### config.mk
export PLATFORM = sky130hd
export DESIGN_NAME = swmc_ctrl
export DESIGN_NICKNAME = d
export VERILOG_FILES = /design/src/swmc_pkg.sv /design/src/swmc_ctrl.sv
export SDC_FILE = /design/constraint.sdc
export NUM_CORES = 1
export LEC_CHECK = 0
export ABC_AREA = 0
export BUFFER_PORTS_ARGS = -buffer_cell sky130_fd_sc_hd__buf_2
export CAP_MARGIN = 20
export CORE_AREA = 3 3 40 42
export CTS_BUF_LIST = sky130_fd_sc_hd__clkbuf_2 sky130_fd_sc_hd__clkbuf_4 sky130_fd_sc_hd__clkbuf_8
export CTS_CLUSTER_DIAMETER = 60
export DETAILED_ROUTE_END_ITERATION = 8
export DIE_AREA = 0 0 43 45
export PLACE_DENSITY_LB_ADDON = 0.15
export RECOVER_POWER = 25
export SLEW_MARGIN = 20
export SYNTH_ARGS = -nofsm -noshare
export SYNTH_HDL_FRONTEND = slang
export SYNTH_SLANG_ARGS = --single-unit
### constraint.sdc
create_clock -name clk -period 1.5 [get_ports clk]
set_input_delay 0.075 -clock clk [delete_from_list [all_inputs] [get_ports clk]]
set_output_delay 0.075 -clock clk [all_outputs]
set_load 0.02 [all_outputs]
### src/swmc_pkg.sv
// Shared types and constants of the sliding-window median cost block.
package swmc_pkg;

	localparam int COST_BITS = 36;
	localparam int WSIZE_BITS = 7;
	localparam logic [WSIZE_BITS-1:0] WSIZE_RESET = 7'd3;

	typedef enum logic [2:0] {
		ST_IDLE,
		ST_REMOVE,
		ST_INSERT,
		ST_LOAD_MED,
		ST_SCAN_MED,
		ST_LOAD_SUM,
		ST_SCAN_SUM,
		ST_RESULT
	} state_t;

	typedef struct packed {
		logic accept;
		logic remove;
		logic insert;
		logic load_med;
		logic scan_med;
		logic load_sum;
		logic scan_sum;
		logic out_load;
	} cmd_t;

	typedef struct packed {
		logic item_full;
		logic emit;
		logic med_hit;
		logic sum_last;
		logic out_free;
	} status_t;

endpackage

### src/swmc_ctrl.sv
// Sequencer of the sliding-window median cost block.
module swmc_ctrl (
	input  logic              clk,
	input  logic              arst_n,
	input  logic              in_valid,
	output logic              in_ready,
	input  swmc_pkg::status_t status,
	output swmc_pkg::cmd_t    cmd
);

	swmc_pkg::state_t state_q, state_d;

	// Hold the state
	always_ff @(posedge clk or negedge arst_n) begin
		if (!arst_n) begin
			state_q <= swmc_pkg::ST_IDLE;
		end else begin
			state_q <= state_d;
		end
	end

	// Next state
	always_comb begin
		state_d = state_q;
		unique case (state_q)
			swmc_pkg::ST_IDLE: begin
				if (in_valid) begin
					state_d = status.item_full ? swmc_pkg::ST_REMOVE : swmc_pkg::ST_INSERT;
				end
			end
			swmc_pkg::ST_REMOVE:   state_d = swmc_pkg::ST_INSERT;
			swmc_pkg::ST_INSERT:   state_d = status.emit ? swmc_pkg::ST_LOAD_MED : swmc_pkg::ST_IDLE;
			swmc_pkg::ST_LOAD_MED: state_d = swmc_pkg::ST_SCAN_MED;
			swmc_pkg::ST_SCAN_MED: begin
				if (status.med_hit) state_d = swmc_pkg::ST_LOAD_SUM;
			end
			swmc_pkg::ST_LOAD_SUM: state_d = swmc_pkg::ST_SCAN_SUM;
			swmc_pkg::ST_SCAN_SUM: begin
				if (status.sum_last) state_d = swmc_pkg::ST_RESULT;
			end
			swmc_pkg::ST_RESULT: begin
				if (status.out_free) state_d = swmc_pkg::ST_IDLE;
			end
			default: state_d = swmc_pkg::ST_IDLE;
		endcase
	end

	// Commands
	always_comb begin
		cmd = '0;
		in_ready = 1'b0;
		unique case (state_q)
			swmc_pkg::ST_IDLE: begin
				in_ready = 1'b1;
				cmd.accept = in_valid;
			end
			swmc_pkg::ST_REMOVE:   cmd.remove = 1'b1;
			swmc_pkg::ST_INSERT:   cmd.insert = 1'b1;
			swmc_pkg::ST_LOAD_MED: cmd.load_med = 1'b1;
			swmc_pkg::ST_SCAN_MED: cmd.scan_med = 1'b1;
			swmc_pkg::ST_LOAD_SUM: cmd.load_sum = 1'b1;
			swmc_pkg::ST_SCAN_SUM: cmd.scan_sum = 1'b1;
			swmc_pkg::ST_RESULT:   cmd.out_load = status.out_free;
			default: ;
		endcase
	end

endmodule

# ---- Yosys cells after proc, flatten, opt, wreduce, memory -nomap -nowiden
# Cells that the tools add are included.
dict set report op_classes {
  eq_ne 11
  n_mux 16
  reduce_logical 2
}
# op n
set ops {}
lappend ops {{3-bit case mux with 8 select lines} 1}
lappend ops {{3-bit == test, second input constant} 4}
lappend ops {{3-bit 2-to-1 mux} 4}
lappend ops {{1-bit 2-to-1 mux} 9}
lappend ops {{2-bit != test, second input constant} 4}
lappend ops {{3-bit by 2-bit == test with 1-bit output, second input constant} 2}
lappend ops {{2-bit 2-to-1 mux} 2}
lappend ops {{4-bit AND reduction} 1}
lappend ops {{3-bit by 1-bit == test with 1-bit output, second input constant} 1}
lappend ops {{3-bit logical NOT} 1}
dict set report totals {
  reg_bits 3
  inputBits 8
  elab_cells 30
}

# ---- Logic depth before layout (Yosys ltp)
# Gate-level depths: netlist (run 1).
dict set report depth {
  ltp_word 3
  mapped_depth 4
}

# ---- Worst setup path before layout (run 1)
# Ideal clock, no wire load.
dict set report synth_path {
  path_kind {register to output}
  from {register state_q[1]}
  to {output port cmd[7] in the netlist's numbering}
  arrival_time_ps 1174
  required_ps 1425
  path_slack_ps 251
  stages_incl_launch_ff 4
  path_buffers 1
  cell_sequence {dfrtp_1 buf_2 nor3_2 and2_1}
}
# element line_no
set synth_rtl {}
lappend synth_rtl {{start, declared} swmc_ctrl.sv:11} ;# swmc_pkg::state_t state_q, state_d;
lappend synth_rtl {{start signal, assigned} swmc_ctrl.sv:16} ;# state_q <= swmc_pkg::ST_IDLE;
lappend synth_rtl {{start signal, assigned} swmc_ctrl.sv:18} ;# state_q <= state_d;
lappend synth_rtl {{end, declared} swmc_ctrl.sv:8} ;# output swmc_pkg::cmd_t cmd

==> results of run 1 <==
-- metrics by stage --
| step | instances | area [µm²] | power (mW) | hold slack (ns) | worst slack (ns) |
|---|---|---|---|---|---|
| floorplan | 35 | 280 | 0.610 | -0.221 | 0.251 |
| global placement | 63 | 355 | 0.703 | -0.124 | 0.205 |
| detailed placement | 63 | 355 | 0.692 | -0.128 | 0.226 |
| CTS | 68 | 395 | 0.851 | 0.177 | 0.133 |
| global route | 68 | 394 | 0.933 | 0.200 | 0.00709 |
| finish | 68 | 394 | 0.837 | 0.186 | 0.146 |
-- critical path, delay by kind of cell, from the launching register on --
| family | cells | cell delay, ns |
|---|---|---|
| and+or+nand+nor | 1 | 0.20 |
| DFF | 1 | 0.50 |
| buffers and inverters | 2 | 0.36 |
-- cells in the mapped netlist --
master    count
a21oi_1       1
buf_2         1
nor4_1        1
nor3_2        1
buf_6         1
and2_1        2
mux2i_1       2
a31o_1        1
nor2_2        1
dfrtp_1       3
nand2_1       3
nor2b_1       1
buf_4         1
inv_1         1
a21boi_2      1
o21ai_0       3
and3_1        2
mux2_2        1
a31oi_1       1
nor3_1        1
nor2_1        4
nor3b_1       2
-- kinds of logic after synthesis --
kind of cell / after synthesis / share of synthesized area
buf+inv: 4 / 0.0982
flops: 3 / 0.268
compound gates: 7 / 0.165
mux: 3 / 0.112
simple gates: 18 / 0.357
-- worst max path at each step --
stage	startpoint	cells after the start	slack, ns	to
global placement	state_q[2]$_DFFE_PN0P_	3	0.21	state_q[1]$_DFFE_PN0P_
floorplan	state_q[1]$_DFFE_PN0P_	3	0.25	cmd[7]
finish	state_q[0]$_DFFE_PN0P_	3	0.15	cmd[2]
CTS	state_q[0]$_DFFE_PN0P_	3	0.13	cmd[2]
global route	state_q[0]$_DFFE_PN0P_	3	0.007	cmd[2]
detailed placement	state_q[2]$_DFFE_PN0P_	3	0.23	state_q[1]$_DFFE_PN0P_
-- final cells by class --
cell class | count | area [µm²]
Fill cell | 140 | 891
Multi-Input combinational cell | 28 | 178
Timing Repair Buffer | 17 | 88.8
Sequential cell | 3 | 75.1
Clock buffer | 4 | 30.0
Tap cell | 15 | 18.8
Inverter | 1 | 3.75
-- power groups by stage --
| stage | sequential (mW) | clock (mW) | combinational (mW) |
|---|---|---|---|
| global route | 0.274 | 0.174 | 0.484 |
| floorplan | 0.158 | 0 | 0.452 |
| detailed placement | 0.255 | 0 | 0.437 |
| global placement | 0.255 | 0 | 0.447 |
| CTS | 0.253 | 0.155 | 0.442 |
| finish | 0.248 | 0.151 | 0.438 |
-- repair_timing --
action                                  4_1_cts  5_1_grt
hold endpoints to repair                      3        0
hold buffers                                  1        0
endpoints found under the setup margin        0        0
-- per-layer routing --
metal  wire (µm)  part of all wire  global-route usage
met1         304              0.48               0.114
met2         276              0.44               0.129
met3          47             0.075              0.0279
met4           0                 0              0.0181
met5           0                 0                   0
==> impl_metrics.env, run 1 <==
export IMPL_timing_final_crit_share=0.903
export IMPL_start_util=0.218
export IMPL_slew_headroom=0.725
export IMPL_synth_cell_types=22
export IMPL_min_period_ns=1.35
export IMPL_drv_cap=0
export IMPL_cts_resized=0
export IMPL_rsz0062_at_grt="no"
export IMPL_dieArea_um2=1940
export IMPL_final_layout_size_suffix_gt1_frac=0.434
export IMPL_nNetsFinal=62
export IMPL_avgSynthCellArea_um2=8.01
export IMPL_syn_cell_area_um2=280
export IMPL_utilization=0.307
export IMPL_synth_top_cell_by_area="dfrtp_1"
export IMPL_postCtsSetupBuffers=0
export IMPL_reg_top3="state_q: 3 flops"
export IMPL_fp_row_count=13
export IMPL_clock_fmax_ghz=0.739
export IMPL_final_cell_mix="buf_2 (15), nor2_1 (4), clkbuf_4 (4)"
export IMPL_io_buffer_count=16
export IMPL_drtPass1Iterations=2
export IMPL_drc=0
export IMPL_h_tree_depth=1
export IMPL_p_clk_frac=0.181
export IMPL_synth_area_leaders="dfrtp_1 (27%), mux2i_1 (7.1%), o21ai_0 (5.4%)"
export IMPL_grt_max_degree=16
export IMPL_yosysWarnings=0
export IMPL_largest_reg_flops=3
export IMPL_antenna_cells=0
export IMPL_slew_viol_final=0
export IMPL_grt_ovfl_total=0
export IMPL_seq_power_share=0.296
export IMPL_grt_pass1_wl_um=1250
export IMPL_fp_dieH_um=45
export IMPL_cpPeakStageDelay_ns=0.50
export IMPL_worst_setup_path_start_kind="flip-flop"
export IMPL_gp_congestion=0.676
export IMPL_timing_rr_start="state_q[2]$_DFFE_PN0P_"
export IMPL_cts_sinks=3
export IMPL_leakage_nw=0.201
export IMPL_arrival_ns=1.28
export IMPL_timing_setup_tns_ns=0
export IMPL_clockBufferDepth=2
export IMPL_yosysSeqAreaShare=0.268
export IMPL_grt_use_total=0.0833
export IMPL_wl_per_cell_um=9.24
export IMPL_antenna_found_initial=0
export IMPL_numCtsBuffers=3
export IMPL_slowest_stage="dfrtp_1"
export IMPL_synth_top_area_share=0.268
export IMPL_drt_iter0_markers=6
export IMPL_peakVddDrop_mv=0.657
export IMPL_ioPinCount=17
export IMPL_cp_end_kind="output pin"
export IMPL_ant_nets=0
export IMPL_crit_type="flip-flop to output pin"
export IMPL_layout_commonest_cell="buf_2"
export IMPL_power_per_cell_area_nw_per_um2=2120
export IMPL_internal_power_uw=439
export IMPL_ff2ff_path_depth=3
export IMPL_final_hold_viol_count=0
export IMPL_hold_class="input pin to asynchronous set/reset pin"
export IMPL_power_switching_uw=398
export IMPL_syn_nets=43
export IMPL_critPathMaxFanout=9
export IMPL_syn_inst=35
export IMPL_r2r_setup_slack_ns=0.25
export IMPL_p_comb_frac=0.523
export IMPL_place_hpwl_um=501
export IMPL_r2r_end="state_q[1]$_DFFE_PN0P_"
export IMPL_synth_seq_cells=3
export IMPL_vias=284
export IMPL_cts_tree="yes"
export IMPL_coreArea_um2=1280
export IMPL_clk_pin_slew_worst_paths_ns=0.03
export IMPL_insertion_delay_ns=0.22
export IMPL_vias_per_cell=4.18
export IMPL_cp_required_ns=1.42
export IMPL_swShare=0.475
export IMPL_grt_pass1_vias=305
export IMPL_worst_slew_pin_slew_ns=0.412
export IMPL_run_status="finished, final reports clean"
export IMPL_top_register="state_q"
export IMPL_setup_viol=0
export IMPL_wirelength_um=628
export IMPL_die_x_um=43
export IMPL_path_cells="inv_1 -> nor3b_1 -> buf_2"
export IMPL_root_buffer="clkbuf_4"
export IMPL_clock_skew_ns=0.000276
export IMPL_area_growth_pct=40.6
Power figures use the tool's default switching activity.
==> inputs of run 2 (changes only) <==
BUFFER_PORTS_ARGS = -buffer_cell sky130_fd_sc_hd__buf_4   (was -buffer_cell sky130_fd_sc_hd__buf_2)
==> run 2 against run 1 <==
Against the previous run: clock skew up 0.0047 ns; critical path depth unchanged; clock-buffer cell count unchanged; sequential cell count unchanged; die area unchanged; core utilization up 3.1 points; power up 8.5%; sequential share of layout area down 1.2 points; via count up 7.7%; maximum frequency up 1.7%; hold slack worse by 0.016 ns; worst setup slack better by 0.022 ns; critical endpoint is now cmd[7]; largest power group unchanged.
==> impl_metrics.env, run 2 (synthesis gave the netlist of run 1 again) <==
export IMPL_run_status="finished, final reports clean"
export IMPL_cts_tree="yes"
export IMPL_slew_viol_final=0
export IMPL_final_cell_mix="buf_4 (15), nor2_1 (4), clkbuf_4 (4), nand2_1 (3), o21ai_0 (3)"
export IMPL_wirelength_um=740
export IMPL_p_comb_frac=0.536
export IMPL_peakVddDrop_mv=0.643
export IMPL_place_ws_ns=0.231
export IMPL_worst_setup_path_start_kind="flip-flop"
export IMPL_grt_ovfl_total=0
export IMPL_grt_pass1_vias=288
export IMPL_p_clk_frac=0.177
export IMPL_cpPeakStageDelay_ns=0.51
export IMPL_root_buffer="clkbuf_4"
export IMPL_clock_fmax_ghz=0.751
export IMPL_h_tree_depth=1
export IMPL_start_util=0.218
export IMPL_cp_end_kind="output pin"
export IMPL_io_buffer_count=16
export IMPL_ioPinCount=17
export IMPL_seq_power_share=0.287
export IMPL_antenna_found_initial=0
export IMPL_power_switching_uw=417
export IMPL_fp_dieH_um=45
export IMPL_drt_iter0_markers=6
export IMPL_vias=306
export IMPL_ant_nets=0
export IMPL_insertion_delay_ns=0.23
export IMPL_cts_sinks=3
export IMPL_drc=0
export IMPL_die_x_um=43
export IMPL_setup_viol=0
export IMPL_cp_required_ns=1.42
export IMPL_clk_pin_slew_worst_paths_ns=0.04
export IMPL_grt_pass1_wl_um=1340
export IMPL_layout_commonest_cell="buf_4"
export IMPL_drtPass1Iterations=4
export IMPL_fp_row_count=13
export IMPL_drv_cap=0
export IMPL_place_hpwl_um=532
export IMPL_crit_type="flip-flop to output pin"
export IMPL_internal_power_uw=491
export IMPL_r2r_end="state_q[1]$_DFFE_PN0P_"
export IMPL_timing_setup_tns_ns=0
export IMPL_top_register="state_q"
export IMPL_slew_headroom=0.739
export IMPL_antenna_cells=0
export IMPL_nNetsFinal=62
export IMPL_wl_per_cell_um=10.9
export IMPL_utilization=0.338
export IMPL_vias_per_cell=4.50
export IMPL_rsz0062_at_grt="no"
export IMPL_final_layout_size_suffix_gt1_frac=0.472
export IMPL_clockBufferDepth=2
export IMPL_final_hold_viol_count=0
export IMPL_startpoint="state_q[2]$_DFFE_PN0P_"
export IMPL_area_growth_pct=54.9
export IMPL_timing_final_crit_share=0.888
export IMPL_r2r_setup_slack_ns=0.26
export IMPL_power_per_cell_area_nw_per_um2=2090
export IMPL_path_cells="nor3_2 -> and2_1 -> buf_4"
export IMPL_setup_slack_ns=0.168
export IMPL_clock_skew_ns=0.00493
export IMPL_arrival_ns=1.26
export IMPL_slowest_stage="dfrtp_1"
export IMPL_min_period_ns=1.33
export IMPL_dieArea_um2=1940
export IMPL_hold_class="input pin to asynchronous set/reset pin"
export IMPL_grt_max_degree=16
export IMPL_swShare=0.459
export IMPL_largest_reg_flops=3
export IMPL_reg_top3="state_q: 3 flops"
export IMPL_ff2ff_path_depth=3
export IMPL_worst_slew_pin_slew_ns=0.392
export IMPL_grt_use_total=0.0960
export IMPL_gp_congestion=0.650
export IMPL_leakage_nw=0.205
export IMPL_coreArea_um2=1280
export IMPL_timing_rr_start="state_q[2]$_DFFE_PN0P_"
export IMPL_numCtsBuffers=3
export IMPL_critPathMaxFanout=15
[run 2: final cells by class]
cell class,count,area (µm²)
Multi-Input combinational cell,28,178
Inverter,1,3.75
Fill cell,143,851
Clock buffer,4,30.0
Tap cell,15,18.8
Timing Repair Buffer,17,126
Sequential cell,3,77.6
[run 2: worst max-delay path by stage]
stage	slack, ns	end	cells after the start
5_1_grt	0.02	cmd[7]	3
3_5_place_dp	0.23	state_q[1]$_DFFE_PN0P_	3
3_3_place_gp	0.21	state_q[1]$_DFFE_PN0P_	3
2_1_floorplan	0.25	cmd[7]	3
6_report	0.17	cmd[7]	3
4_1_cts	0.07	cmd[2]	3
[run 2: critical path: cells and delay by family (launching register included)]
family / cells / cell delay [ns]
DFF: 1 / 0.51
buffers and inverters: 1 / 0.13
and+or+nand+nor: 2 / 0.38
[run 2: what timing repair did]
item | in CTS | in global routing
buffers inserted | 0 | 0
resized for setup | 0 | 2
endpoints found under the hold margin | 3 | 0
setup endpoints to repair | 0 | 2
hold buffers | 1 | 0
[run 2: through the flow]
stage	power [mW]	instances	hold slack, ns	cell area, µm²
floorplan	0.610	35	-0.221	280
global placement	0.751	63	-0.133	395
detailed placement	0.749	63	-0.134	395
CTS	0.918	68	0.159	435
global route	0.994	68	0.191	434
finish	0.909	68	0.170	434
[run 2: power by group through the flow]
| stage | sequential [mW] | clock [mW] | combinational, mW |
|---|---|---|---|
| 6_report | 0.260 | 0.161 | 0.488 |
| 5_1_grt | 0.285 | 0.174 | 0.535 |
| 4_1_cts | 0.257 | 0.165 | 0.495 |
| 3_5_place_dp | 0.258 | 0 | 0.490 |
| 3_3_place_gp | 0.255 | 0 | 0.496 |
| 2_1_floorplan | 0.158 | 0 | 0.452 |
[run 2: per-layer routing]
layer / wire, µm / track usage / up-vias / share of wire
met5: 0 / 0 / - / 0
li1: - / - / 160 / -
met2: 319 / 0.123 / 12 / 0.43
met1: 353 / 0.126 / 132 / 0.48
met4: 11 / 0.0723 / 0 / 0.015
met3: 56 / 0.0398 / 2 / 0.076
